$ cat config.mk
export PLATFORM = sky130hd
export DESIGN_NAME = mbru_extract
export DESIGN_NICKNAME = d
export VERILOG_FILES = /design/src/msb_first_bit_reader_unit_assert.svh /design/src/mbru_pkg.sv /design/src/mbru_extract.sv
export SDC_FILE = /design/constraint.sdc
export NUM_CORES = 1
export LEC_CHECK = 0
export BUFFER_PORTS_ARGS = -buffer_cell sky130_fd_sc_hd__buf_2
export CAP_MARGIN = 40
export CORE_MARGIN = 4
export CORE_UTILIZATION = 45
export CTS_BUF_LIST = sky130_fd_sc_hd__clkbuf_4 sky130_fd_sc_hd__clkbuf_8
export CTS_CLUSTER_DIAMETER = 40
export DETAILED_ROUTE_END_ITERATION = 10
export PLACE_DENSITY = 0.68
export SYNTH_ARGS = -nofsm -noshare
export SYNTH_HDL_FRONTEND = slang
export SYNTH_SLANG_ARGS = --single-unit
$ cat constraint.sdc
create_clock -name i_clk -period 6.2 [get_ports i_clk]
set_input_delay 0.93 -clock i_clk [delete_from_list [all_inputs] [get_ports i_clk]]
set_output_delay 0.93 -clock i_clk [all_outputs]
set_load 0.1 [all_outputs]
$ cat src/msb_first_bit_reader_unit_assert.svh
// Assertion macros shared by the reader RTL.
// Simulation builds get concurrent assertions; synthesis builds get nothing.
`ifndef MSB_FIRST_BIT_READER_UNIT_ASSERT_SVH
`define MSB_FIRST_BIT_READER_UNIT_ASSERT_SVH

`ifndef SYNTHESIS

// Checked on every clock edge outside reset.
`define MBRU_ASSERT(lbl, prop, msg) \
    lbl: assert property (@(posedge i_clk) disable iff (!i_rst_n) prop) else $error(msg);

// Checked on every clock edge, reset included.
`define MBRU_ASSERT_ALWAYS(lbl, prop, msg) \
    lbl: assert property (@(posedge i_clk) prop) else $error(msg);

`else

`define MBRU_ASSERT(lbl, prop, msg)

`define MBRU_ASSERT_ALWAYS(lbl, prop, msg)

`endif

`endif

$ cat src/mbru_pkg.sv
package mbru_pkg;

    // Default buffer size in bytes.
    localparam int BUF_BYTES_DEF = 4096;

    // Largest bit count for one get or peek.
    localparam int MAX_GET = 64;

    // Operation codes.
    localparam logic [2:0] OP_LOAD   = 3'd0;
    localparam logic [2:0] OP_SETLEN = 3'd1;
    localparam logic [2:0] OP_GET    = 3'd2;
    localparam logic [2:0] OP_PEEK   = 3'd3;
    localparam logic [2:0] OP_SKIP   = 3'd4;
    localparam logic [2:0] OP_SEEK   = 3'd5;
    localparam logic [2:0] OP_TELL   = 3'd6;

    // Status codes.
    localparam logic [1:0] ST_OK      = 2'd0;
    localparam logic [1:0] ST_SHORT   = 2'd1;
    localparam logic [1:0] ST_INVALID = 2'd2;

    // Control from the sequencer to the byte gather unit.
    typedef struct packed {
        logic       clear;  // start a new gather
        logic       shift;  // append the byte on the read port
        logic [2:0] tail;   // bits to drop below the wanted field
        logic [6:0] take;   // width of the wanted field
    } t_ext_ctl;

endpackage

$ cat src/mbru_extract.sv
module mbru_extract (
    input  logic              i_clk,
    input  mbru_pkg::t_ext_ctl i_ctl,
    input  logic [7:0]        i_byte,
    output logic [63:0]       o_bits
);

    import mbru_pkg::*;

    logic [71:0] r_acc;
    logic [71:0] n_acc;
    logic [71:0] algn;
    logic [63:0] mask;

    // Shift register that collects up to nine bytes, first byte on top.
    always_comb begin
        n_acc = r_acc;
        if (i_ctl.clear) begin
            n_acc = '0;
        end else if (i_ctl.shift) begin
            n_acc = {r_acc[63:0], i_byte};
        end
    end

    always_ff @(posedge i_clk) begin
        r_acc <= n_acc;
    end

    // Drop the bits behind the field, then keep only the field itself.
    always_comb begin
        algn = r_acc >> i_ctl.tail;
        if (i_ctl.take >= 7'(MAX_GET)) begin
            mask = '1;
        end else begin
            mask = (64'd1 << i_ctl.take) - 64'd1;
        end
    end

    assign o_bits = algn[63:0] & mask;

endmodule

# Word-level counts from Yosys, hierarchy flattened
# Index checks and enable logic that the tools add are counted.
# Widths: inputs -> output; s select.
# word_totals
register_bits	72
latchBits	0
mem_bits_rw	0
rom_bits	0
input_bits	21
out_inout_bits	64
word_cells	7
memories	0
# classes
addsub	1
mul	0
div	0
order_cmp	1
eq_ne	0
n_shift	2
muxes	1
bitwise	1
n_reduce_logical	0
# ops
op	count
$shr 72x3->64	1
$and 64x64->64	1
$mux 64	1
$shl 1x7->64 const A	1
$sub 64x1->64 const B	1
$ge 7x7->1 const B	1

# Depth between registers and ports, before layout
# Gate-level depths: netlist of run 1.
# logic_depth
depth_word	4
depth_mapped	13
mapped_depth_nobuf	10

# Worst setup path before layout of run 1
# Ideal clock, no wire load.
# synth_path
path_type	input to output
start	input i_ctl[2] (netlist name)
end	output o_bits[55]
t_arrival_ns	6.756
required_time_ns	5.270
setup_slack_ns	-1.486
cell_stages	8
path_buffers	3
cell_sequence	buf_2 > buf_2 > buf_2 > nand2_1 > o2111ai_2 > nor2_1 > nand2_1 > a2111oi_0
# synth_via
elab_chain_len	4
elab_cells_between_ends	5
cone_classes	add/sub: 1; order compare: 1; shift: 1; mux: 1; bitwise: 1
# synth_lines
item	line_no	text
start: declaration	mbru_extract.sv:3	input mbru_pkg::t_ext_ctl i_ctl,
$shl 1x7->64	mbru_extract.sv:35	mask = (64'd1 << i_ctl.take) - 64'd1;
$sub 64x1->64	mbru_extract.sv:35	
$mux 64 *	mbru_extract.sv:32	if (i_ctl.take >= 7'(MAX_GET)) begin
$and 64x64->64 *	mbru_extract.sv:39	assign o_bits = algn[63:0] & mask;
end: declaration	mbru_extract.sv:5	output logic [63:0] o_bits
# Mark *: on every way between the ends. The rest lies on a longest branch, timed or not.

# Final worst setup path of run 1
# layout_path
start	input i_ctl[1] (netlist name)
end	output o_bits[42]
# The elaborated chain is that of the path after synthesis.

==> results of run 1 <==
==> through the flow <==
| step | setup slack, ns | area, sq um |
|---|---|---|
| 2_1_floorplan | -0.124 | 6710 |
| 3_3_place_gp | 1.32 | 7070 |
| 3_5_place_dp | 1.32 | 7140 |
| 4_1_cts | 1.32 | 7330 |
| 5_1_grt | 1.06 | 7330 |
| 6_report | 1.23 | 7330 |
==> power groups by stage <==
stage | clock network, mW | logic (mW) | registers, mW
after global routing | 0.389 | 0.518 | 0.471
after CTS | 0.374 | 0.490 | 0.470
after detailed placement | 0 | 0.488 | 0.480
after floorplan | 0 | 0.405 | 0.477
final | 0.364 | 0.495 | 0.470
after global placement | 0 | 0.488 | 0.480
==> worst reg2reg max path, stage by stage (launching register included) <==
cell     delay [ns]
dfxtp_1        0.46
mux2i_1        0.11
nor2_1         0.09
==> final timing paths <==
| path | startpoint | to | slack (ns) | cells past startpoint |
|---|---|---|---|---|
| worst min register to register | r_acc[70] | r_acc[70] | 0.50 | 2 |
| worst min-delay path | r_acc[70] | r_acc[70] | 0.50 | 2 |
| worst max-delay path | i_ctl[1] | o_bits[42] | 1.23 | 12 |
| worst max register to register | r_acc[51] | r_acc[51] | 5.48 | 2 |
==> per-layer routing <==
layer  share of wire  routed length, microns  vias to the layer above  global-route usage
li1                -                       -                     3187                   -
met1            0.43                    9600                     3181               0.357
met2            0.44                    9620                      368               0.387
met3           0.078                    1720                       69              0.0295
met4           0.051                    1120                        0               0.129
met5               0                       0                        -                   0
==> cell families (layout without fill, tap and decap cells) <==
group | Yosys count | after routing | share of synthesized area
buffers and inverters | 85 | 118 | 0.0573
DFF | 71 | 71 | 0.212
xor gates and xnor gates | 11 | 11 | 0.0144
and+or+nand+nor | 362 | 362 | 0.258
adders and majority gates | 1 | 1 | 0.00187
AOI/OAI and AO/OA | 169 | 169 | 0.176
muxes | 161 | 161 | 0.280
==> cell usage after synthesis (4+ instances only) <==
| cell | count | area, sq um |
|---|---|---|
| xor2_1 | 5 | 43.8 |
| a221oi_1 | 11 | 96.3 |
| mux4_2 | 19 | 428 |
| inv_1 | 6 | 22.5 |
| nand2b_1 | 7 | 43.8 |
| mux2_2 | 22 | 248 |
| dfxtp_1 | 71 | 1420 |
| mux2i_1 | 120 | 1200 |
| buf_1 | 13 | 48.8 |
| nor2_1 | 176 | 661 |
| o21ai_0 | 24 | 120 |
| a211oi_1 | 31 | 233 |
| nor3_1 | 22 | 110 |
| nor4_1 | 6 | 37.5 |
| buf_4 | 9 | 67.6 |
| nor2b_1 | 11 | 68.8 |
| buf_2 | 19 | 95.1 |
| xnor2_1 | 6 | 52.6 |
| or2_2 | 4 | 25.0 |
| a2111oi_0 | 5 | 43.8 |
| clkbuf_1 | 36 | 135 |
| nand3_1 | 13 | 65.1 |
| nand2_1 | 75 | 282 |
| a21oi_1 | 58 | 290 |
| o211ai_1 | 4 | 30.0 |
| nor3b_1 | 5 | 37.5 |
==> placed cells by master, fill, tap and decap left out, types with 4 or more instances in the layout <==
cell / netlist / final
nor2_1: 176 / 176
mux2i_1: 120 / 120
buf_2: 19 / 82
nand2_1: 75 / 75
dfxtp_1: 71 / 71
a21oi_1: 58 / 58
a211oi_1: 31 / 31
o21ai_0: 24 / 24
nor3_1: 22 / 22
mux2_2: 22 / 22
mux4_2: 19 / 19
nand3_1: 13 / 13
nor2b_1: 11 / 11
a221oi_1: 11 / 11
clkbuf_8: 0 / 10
buf_4: 9 / 10
nand2b_1: 7 / 7
xnor2_1: 6 / 6
inv_1: 6 / 6
nor4_1: 6 / 6
nor3b_1: 5 / 5
xor2_1: 5 / 5
or2_2: 4 / 4
o211ai_1: 4 / 4
==> final cells by class <==
type | count | area [sq um] | area share
multi-input combinational | 704 | 4910 | 0.669
sequential | 71 | 1420 | 0.194
timing repair buffer | 95 | 552 | 0.0752
tap | 184 | 230 | 0.0314
clock buffer | 12 | 153 | 0.0208
clock inverter | 4 | 45.0 | 0.00614
inverter | 7 | 26.3 | 0.00358
==> impl_metrics.py, run 1 <==
metrics = {
    "finish": {
        "max_ffs_per_register": 71,
        "nets": 910,
        "antenna_cells": 0,
        "finish.utilization": 0.503,
        "largest-register": "r_acc",
        "nFillCells": 1437,
        "drive_above_1_share": 0.200,
        "instances_no_fill": 1077,
        "area_grow_syn2layout_pct": 9.41,
        "largest_registers": "r_acc: 71 flops",
    },
    "pwr": {
        "internal-power_uw": 782,
        "leakage_nw": 3.17,
        "pwr_density_cell_nw_per_um2": 181,
        "vdd_drop_max_v": 0.000124,
        "switchingPower_uw": 548,
        "combinationalPowerShare": 0.372,
        "seq_power_share": 0.354,
        "pwr-share-clk": 0.274,
        "p_sw_frac": 0.412,
        "design_power_total_mw": 1.33,
    },
    "clock_tree": {
        "cts_hold_repair.buffers": 0,
        "cts-buffers-inserted": 9,
        "total_number_of_h_tree_levels": 3,
        "cts_tree": "yes",
        "post-cts-setup-buffers": 0,
        "clk_sinks": 71,
        "clock_buffer_depth": 2,
        "worst_setup_hold_path_clk_slew_ns": 0.07,
        "insertion_delay_to_the_later_sink_of_the_worst_skew_pair_ns": 0.34,
        "cts_root_buffer": "clkbuf_8",
        "cts.repair.resized": 0,
    },
    "worst_setup_path": {
        "timing.critical_path.from_type": "input pin",
        "setup.worst_path.end_class": "primary output",
        "critical_path_required_ns": 5.27,
        "path_cells": "buf_2 > or4b_1 > nor2_1 > nand2_1 > ha_1 > inv_1 > a31oi_4 > nand4_1 > nor3_1 > a211oi_1 > a311oi_1 > buf_2",
        "crit_buf_inv": 3,
        "critical-path-max-stage-delay_ns": 0.51,
        "path_max_fanout": 34,
        "crit_top_cell": "buf_2",
        "worstPathArrival_ns": 4.04,
        "cpLargestDelayFamily": "buffers and inverters",
        "critPathKind": "input pin to primary output",
        "critical-path-slowest-cell": "buf_2",
    },
    "drt": {
        "detailedRoute.firstIterationViolations": 893,
        "routed_wl_microns": 22100,
        "drtAntennaViolNets": 0,
        "firstDrtPassIters": 5,
        "routed-via-count": 6805,
        "avgViaCountPerCell": 6.32,
        "wl_per_cell_microns": 20.5,
        "remaining_drc_errors": 0,
    },
    "floorplan": {
        "die_w_microns": 130,
        "start_util": 0.459,
        "dieArea_sq_um": 16900,
        "core_region_area_sq_um": 14600,
        "design.portCount": 85,
        "die_height_microns": 130,
        "num_rows": 44,
    },
    "status": {
        "outcome": "complete, no violations",
    },
    "global_route": {
        "gr-usage-all-layers": 0.255,
        "initial_antenna_violation_count": 0,
        "grt_pass1_vias": 6034,
        "grt_first_pass_wirelength_microns": 33900,
        "grt_max_degree": 77,
        "grt_remaining_overflow": 0,
    },
    "timing": {
        "timing_max_transition_violations_final": 0,
        "finalSetupTns_ns": 0,
        "layout_min_cycle_time_ns": 4.97,
        "unrepaired_setup_endpoints_after_global_routing": "no",
        "max_freq_mhz": 201,
        "max-slew-margin-rel": 0.455,
        "slew_at_the_pin_closest_to_its_max_slew_limit_ns": 0.811,
        "fin_worst_hold_slack_ns": 0.499,
        "part_of_the_cycle_the_worst_path_needs": 0.801,
        "final-hold-violation-count": 0,
        "report.final.setup_viol": 0,
        "finalClockSkew_ns": 0.00792,
    },
    "logic_synthesis": {
        "syn_area_sq_um": 6700,
        "synthesis.yosys.warnings": 0,
        "synth_sequential_area_ratio": 0.212,
        "synth_seq_cells": 71,
        "edff_count_synth": 0,
        "synth-async-reset-ratio": 0,
        "yosys_most_used_dff": "dfxtp_1",
        "synthDistinctLibCells": 79,
        "synth_cells": 860,
        "syn_avg_cell_area_sq_um": 7.79,
        "synthesis.nets": 882,
    },
    "place": {
        "dp.cells": 1061,
        "port-buffer-count": 84,
        "gp_congestion": 0.976,
        "dpl.hpwl_microns": 16300,
    },
    "run": {
        "maxCapViolations": 0,
    },
    "min_path": {
        "holdCritPathClass": "register to register",
    },
}
Power figures use the tool's default switching activity.
==> inputs of run 2 (changes only) <==
==> constraint.sdc (replaced) <==
create_clock -name i_clk -period 4.62 [get_ports i_clk]
set_input_delay 0.693 -clock i_clk [delete_from_list [all_inputs] [get_ports i_clk]]
set_output_delay 0.693 -clock i_clk [all_outputs]
set_load 0.1 [all_outputs]
==> run 2 against run 1 <==
Worst hold slack improved by 0.0058 ns. Cell count increased by 1.4%. First-iteration DRC count decreased by 20%. Critical endpoint is now o_bits[22].
==> impl_metrics.py, run 2 (same netlist as run 1, synthesis figures left out) <==
metrics = {
    "finish": {
        "final_common_cell": "nor2_1",
        "antenna_cells": 0,
        "finish.utilization": 0.573,
        "area_grow_syn2layout_pct": 24.7,
        "footprint_of_the_multi_input_gates_sq_um": 5110,
        "finish.instance_area_sq_um": 8360,
        "drive_above_1_share": 0.251,
        "largest-register": "r_acc",
        "largest_registers": "r_acc: 71 flops",
        "nets": 925,
        "ff_latch_area_sq_um": 1420,
        "instances_no_fill": 1092,
        "nFillCells": 1310,
        "layout_common_cells": "nor2_1 (176), mux2i_1 (120), nand2_1 (75)",
        "max_ffs_per_register": 71,
    },
    "timing": {
        "layout_min_cycle_time_ns": 4.21,
        "final-hold-violation-count": 0,
        "finalClockSkew_ns": 0.00843,
        "fin_worst_hold_slack_ns": 0.505,
        "part_of_the_cycle_the_worst_path_needs": 0.912,
        "max_freq_mhz": 237,
        "slew_at_the_pin_closest_to_its_max_slew_limit_ns": 0.915,
        "finalSetupTns_ns": 0,
        "max-slew-margin-rel": 0.386,
        "timing_max_transition_violations_final": 0,
        "unrepaired_setup_endpoints_after_global_routing": "no",
        "report.final.setup_viol": 0,
    },
    "place": {
        "dp.cells": 1076,
        "dpl.hpwl_microns": 17400,
        "gp_congestion": 1.03,
        "port-buffer-count": 84,
        "placement.cell_area_sq_um": 8190,
    },
    "pwr": {
        "pwr_density_cell_nw_per_um2": 219,
        "vdd_drop_max_v": 0.000163,
        "leakage_nw": 3.45,
    },
    "floorplan": {
        "die_height_microns": 130,
        "num_rows": 44,
        "design.portCount": 85,
        "die_w_microns": 130,
        "dieArea_sq_um": 16900,
        "core_region_area_sq_um": 14600,
        "start_util": 0.459,
    },
    "worst_setup_path": {
        "path_max_fanout": 24,
        "setup.worst_path.end_class": "primary output",
        "path_cells": "buf_2 > or4b_1 > nor2_1 > nand2_1 > ha_1 > inv_1 > a31oi_4 > nand2_4 > nor4b_4 > a211oi_1 > a211oi_2 > buf_12",
        "worstReg2RegStart": "r_acc[50]",
        "r2r.worst_path.cells": 2,
        "cpLargestDelayFamily": "simple AND/OR/NAND/NOR gates",
        "crit_buf_inv": 3,
        "critical-path-max-stage-delay_ns": 0.62,
        "critPathKind": "input pin to primary output",
        "timing.rr.end": "r_acc[58]",
        "setup.reg_to_reg.worst_slack_ns": 3.89,
        "worstPathArrival_ns": 3.52,
        "critical-path-slowest-cell": "nor4b_4",
        "timing.critical_path.from_type": "input pin",
        "critical_path_required_ns": 3.93,
    },
    "clock_tree": {
        "worst_setup_hold_path_clk_slew_ns": 0.07,
        "cts.repair.resized": 0,
        "cts_root_buffer": "clkbuf_8",
        "total_number_of_h_tree_levels": 3,
        "clk_sinks": 71,
        "cts_tree": "yes",
        "clock_buffer_depth": 2,
        "post-cts-setup-buffers": 0,
        "insertion_delay_to_the_later_sink_of_the_worst_skew_pair_ns": 0.34,
        "cts_hold_repair.buffers": 0,
        "cts-buffers-inserted": 9,
    },
    "drt": {
        "detailedRoute.firstIterationViolations": 714,
        "routed_wl_microns": 22400,
        "drtAntennaViolNets": 0,
        "avgViaCountPerCell": 6.14,
        "remaining_drc_errors": 0,
        "routed-via-count": 6702,
        "firstDrtPassIters": 5,
        "wl_per_cell_microns": 20.5,
    },
    "global_route": {
        "met2_capacity_usage_during_global_routing": 0.406,
        "gr-usage-all-layers": 0.263,
        "grt_first_pass_wirelength_microns": 35000,
        "grt_remaining_overflow": 0,
        "busiest_layer": "met2",
        "global_route.usage.met1": 0.371,
        "initial_antenna_violation_count": 0,
        "grt_max_degree": 72,
        "grt_pass1_vias": 6199,
        "met3_grt_util": 0.0250,
    },
    "status": {
        "outcome": "complete, no violations",
    },
    "run": {
        "maxCapViolations": 0,
    },
    "min_path": {
        "hp-start": "r_acc[69]",
        "holdCritPathClass": "register to register",
        "hold_path_depth": 2,
        "worst_hold_path.endpoint": "r_acc[69]",
    },
}
## run 2: cell count changes in the layout (fill, tap and decap cells not counted), sizes merged
cell           delta
buf              +16
bufinv            -1
clkbuf            -1
clkdlybuf4s15     -1
clkinv            +2
## run 2: area by class of cell
cell class                 instances  share of cell area
clock buffer                      11              0.0166
clock inverter                     5             0.00299
sequential                        71               0.170
multi-input combinational        704               0.612
timing repair buffer             110               0.168
tap                              184              0.0275
inverter                           7             0.00314
## run 2: per-layer routing
layer  vias to the layer above  part of all wire
li1                       3219                 -
met1                      3158              0.45
met2                       264              0.44
met3                        61             0.060
met4                         0             0.044
met5                         -                 0
## run 2: worst max-delay path by stage
stage                        start         end  slack (ns)  cells after the start
final                     i_ctl[2]  o_bits[22]        0.41                     12
after global routing      i_ctl[2]  o_bits[46]        0.30                     12
after CTS                 i_ctl[2]  o_bits[22]        0.47                     12
after detailed placement  i_ctl[2]  o_bits[22]        0.48                     12
after global placement    i_ctl[2]  o_bits[46]        0.55                     12
after floorplan           i_ctl[2]  o_bits[55]       -1.23                      8
## run 2: tightest hold or removal path, cell delays in order (launching register included)
cell,delay (ns)
dfxtp_1,0.33
mux2i_1,0.07
nor2_1,0.07
## run 2: stage by stage
stage | total power [mW] | setup slack [ns]
after floorplan | 1.21 | -1.23
after CTS | 1.84 | 0.472
after global placement | 1.42 | 0.549
final | 1.83 | 0.407
after detailed placement | 1.43 | 0.479
after global routing | 1.91 | 0.300
## run 2: power by group
part	switching (mW)	internal, mW
clock network	0.211	0.202
logic	0.537	0.249
registers	0.0108	0.621
==> inputs of run 3 (changes only) <==
--- a/config.mk
+++ b/config.mk
@@ -5,6 +5,7 @@
 export SDC_FILE = /design/constraint.sdc
 export NUM_CORES = 1
 export LEC_CHECK = 0
+export ABC_AREA = 1
 export BUFFER_PORTS_ARGS = -buffer_cell sky130_fd_sc_hd__buf_2
 export CAP_MARGIN = 40
 export CORE_MARGIN = 4
@@ -12,7 +13,7 @@
 export CTS_BUF_LIST = sky130_fd_sc_hd__clkbuf_4 sky130_fd_sc_hd__clkbuf_8
 export CTS_CLUSTER_DIAMETER = 40
 export DETAILED_ROUTE_END_ITERATION = 10
-export PLACE_DENSITY = 0.68
+export PLACE_DENSITY = 0.67
 export SYNTH_ARGS = -nofsm -noshare
 export SYNTH_HDL_FRONTEND = slang
 export SYNTH_SLANG_ARGS = --single-unit
==> run 3 against run 2 <==
Total power rose by 18%. Critical path type unchanged. Sequential share of layout area fell by 0.72 points. Utilization fell by 2.5 points. Clock power rose by 5.1%. Clock skew fell by 0.0029 ns.
==> impl_metrics.py, run 3 <==
metrics = {
    "status": {
        "outcome": "complete, no violations",
    },
    "logic_synthesis": {
        "edff_count_synth": 0,
        "synthDistinctLibCells": 38,
        "yosys-top-cells-area": "nand2_1 (26%), dfxtp_1 (19%), nor2_1 (9.1%)",
        "syn_area_sq_um": 7360,
        "yosys_most_used_dff": "dfxtp_1",
        "synth_cells": 1372,
        "synth-async-reset-ratio": 0,
        "synth_largest_type_area_fraction": 0.262,
        "synthesis.yosys.warnings": 0,
        "yosysTopAreaCell": "nand2_1",
        "synth.cells.most_frequent": "nand2_1 (514), nor2_1 (179), nand3_1 (107)",
        "synth_sequential_area_ratio": 0.193,
        "synthesis.nets": 1394,
        "synth_seq_cells": 71,
        "syn_avg_cell_area_sq_um": 5.37,
        "synthMostInstantiatedCell": "nand2_1",
    },
    "clock_tree": {
        "clock_buffer_depth": 2,
        "cts_tree": "yes",
        "cts_hold_repair.buffers": 0,
        "cts_root_buffer": "clkbuf_8",
        "cts-buffers-inserted": 9,
        "clk_sinks": 71,
        "post-cts-setup-buffers": 0,
        "insertion_delay_to_the_later_sink_of_the_worst_skew_pair_ns": 0.34,
        "cts.repair.resized": 0,
        "total_number_of_h_tree_levels": 3,
        "worst_setup_hold_path_clk_slew_ns": 0.06,
    },
    "worst_setup_path": {
        "critical-path-max-stage-delay_ns": 0.62,
        "crit_top_cell": "nor2_4",
        "critical-path-slowest-cell": "nor2_4",
        "timing.critical_path.from_type": "input pin",
        "setup.worst_path.end_class": "primary output",
        "worstPathArrival_ns": 3.47,
        "path_max_fanout": 33,
        "setup.reg_to_reg.worst_slack_ns": 3.86,
        "critical_path_required_ns": 3.93,
        "critPathKind": "input pin to primary output",
        "path_cells": "buf_2 > nor2_4 > nand4_1 > ha_1 > inv_1 > nor2_4 > nand3_2 > nor2_4 > nand2_1 > nand2_1 > a2bb2oi_1 > buf_2",
    },
    "finish": {
        "drive_above_1_share": 0.130,
        "largest_registers": "r_acc: 71 flops",
        "layout_common_cells": "nand2_1 (514), nor2_1 (179), nand3_1 (107)",
        "max_ffs_per_register": 71,
        "instances_no_fill": 1621,
        "final_common_cell": "nand2_1",
        "nets": 1422,
        "antenna_cells": 0,
        "area_grow_syn2layout_pct": 18.5,
        "finish.instance_area_sq_um": 8730,
        "largest-register": "r_acc",
    },
    "timing": {
        "unrepaired_setup_endpoints_after_global_routing": "no",
        "slew_at_the_pin_closest_to_its_max_slew_limit_ns": 0.828,
        "fin_worst_hold_slack_ns": 0.480,
        "finalClockSkew_ns": 0.00551,
        "final-hold-violation-count": 0,
        "max_freq_mhz": 240,
        "part_of_the_cycle_the_worst_path_needs": 0.902,
        "max-slew-margin-rel": 0.442,
        "layout_min_cycle_time_ns": 4.17,
        "finalSetupTns_ns": 0,
        "timing_max_transition_violations_final": 0,
        "report.final.setup_viol": 0,
    },
    "run": {
        "maxCapViolations": 0,
    },
    "global_route": {
        "grt_max_degree": 73,
        "grt_remaining_overflow": 0,
        "gr-usage-all-layers": 0.313,
        "grt_first_pass_wirelength_microns": 45500,
        "grt_pass1_vias": 8077,
        "initial_antenna_violation_count": 0,
    },
    "drt": {
        "detailedRoute.firstIterationViolations": 916,
        "avgViaCountPerCell": 5.72,
        "wl_per_cell_microns": 18.0,
        "routed_wl_microns": 29100,
        "remaining_drc_errors": 0,
        "firstDrtPassIters": 6,
        "drtAntennaViolNets": 0,
        "routed-via-count": 9271,
    },
    "pwr": {
        "design_power_total_mw": 2.16,
        "pwr_density_cell_nw_per_um2": 247,
        "leakage_nw": 4.36,
        "vdd_drop_max_v": 0.000259,
    },
    "min_path": {
        "holdCritPathClass": "register to register",
    },
    "floorplan": {
        "die_height_microns": 136,
        "num_rows": 46,
        "design.portCount": 85,
        "start_util": 0.462,
        "dieArea_sq_um": 18500,
        "core_region_area_sq_um": 15900,
        "die_w_microns": 136,
    },
    "place": {
        "dpl.hpwl_microns": 23100,
        "gp_congestion": 0.997,
        "port-buffer-count": 84,
        "dp.cells": 1605,
        "placement.cell_area_sq_um": 8550,
    },
}
[run 3: area by class of cell]
class | count | area (sq um)
Timing Repair Buffer | 102 | 1260
Tap cell | 216 | 270
Sequential cell | 71 | 1420
Multi-Input combinational cell | 1143 | 5330
Inverter | 73 | 277
Clock buffer | 15 | 169
Clock inverter | 1 | 5.00
Fill cell | 1690 | 7220
[run 3: worst max-delay path: cells and delay by family]
kind | cells | cell delay, ns
fa+ha+maj | 1 | 0.30
simple gates | 7 | 1.48
compound gates | 1 | 0.25
buf+inv | 3 | 0.77
[run 3: kinds of logic (layout without fill, tap and decap cells)]
family	Yosys count	count (layout)	share of synthesized area
DFF	71	71	0.193
muxes	14	14	0.0190
and+or+nand+nor	917	917	0.536
AOI/OAI and AO/OA	211	211	0.161
buffers and inverters	158	191	0.0894
adders and majority gates	1	1	0.00170
[run 3: final timing paths]
| kind | startpoint | end | cells after the start |
|---|---|---|---|
| max | i_ctl[6] | o_bits[18] | 12 |
| min | r_acc[70] | r_acc[70] | 2 |
| max reg2reg | r_acc[15] | r_acc[23] | 2 |
| min reg2reg | r_acc[70] | r_acc[70] | 2 |
[run 3: through the flow]
step           utilization  setup WS [ns]
2_1_floorplan            -         -0.729
3_3_place_gp         0.535          0.578
3_5_place_dp         0.536          0.499
4_1_cts              0.547          0.493
5_1_grt              0.547          0.290
6_report             0.547          0.453
[run 3: per-layer routing]
metal,global-route usage,vias up,share of wire
met5,0,-,0
met4,0.0845,0,0.024
met3,0.0307,43,0.074
met2,0.484,363,0.44
met1,0.462,4277,0.46
li1,-,4588,-
[run 3: power by group]
part / total, mW / switching [mW] / internal (mW) / leakage, nW
clock network: 0.434 / 0.203 / 0.231 / 0.0962
logic: 1.09 / 0.796 / 0.296 / 3.69
registers: 0.632 / 0.0103 / 0.621 / 0.575
total: 2.16 / 1.01 / 1.15 / 4.36
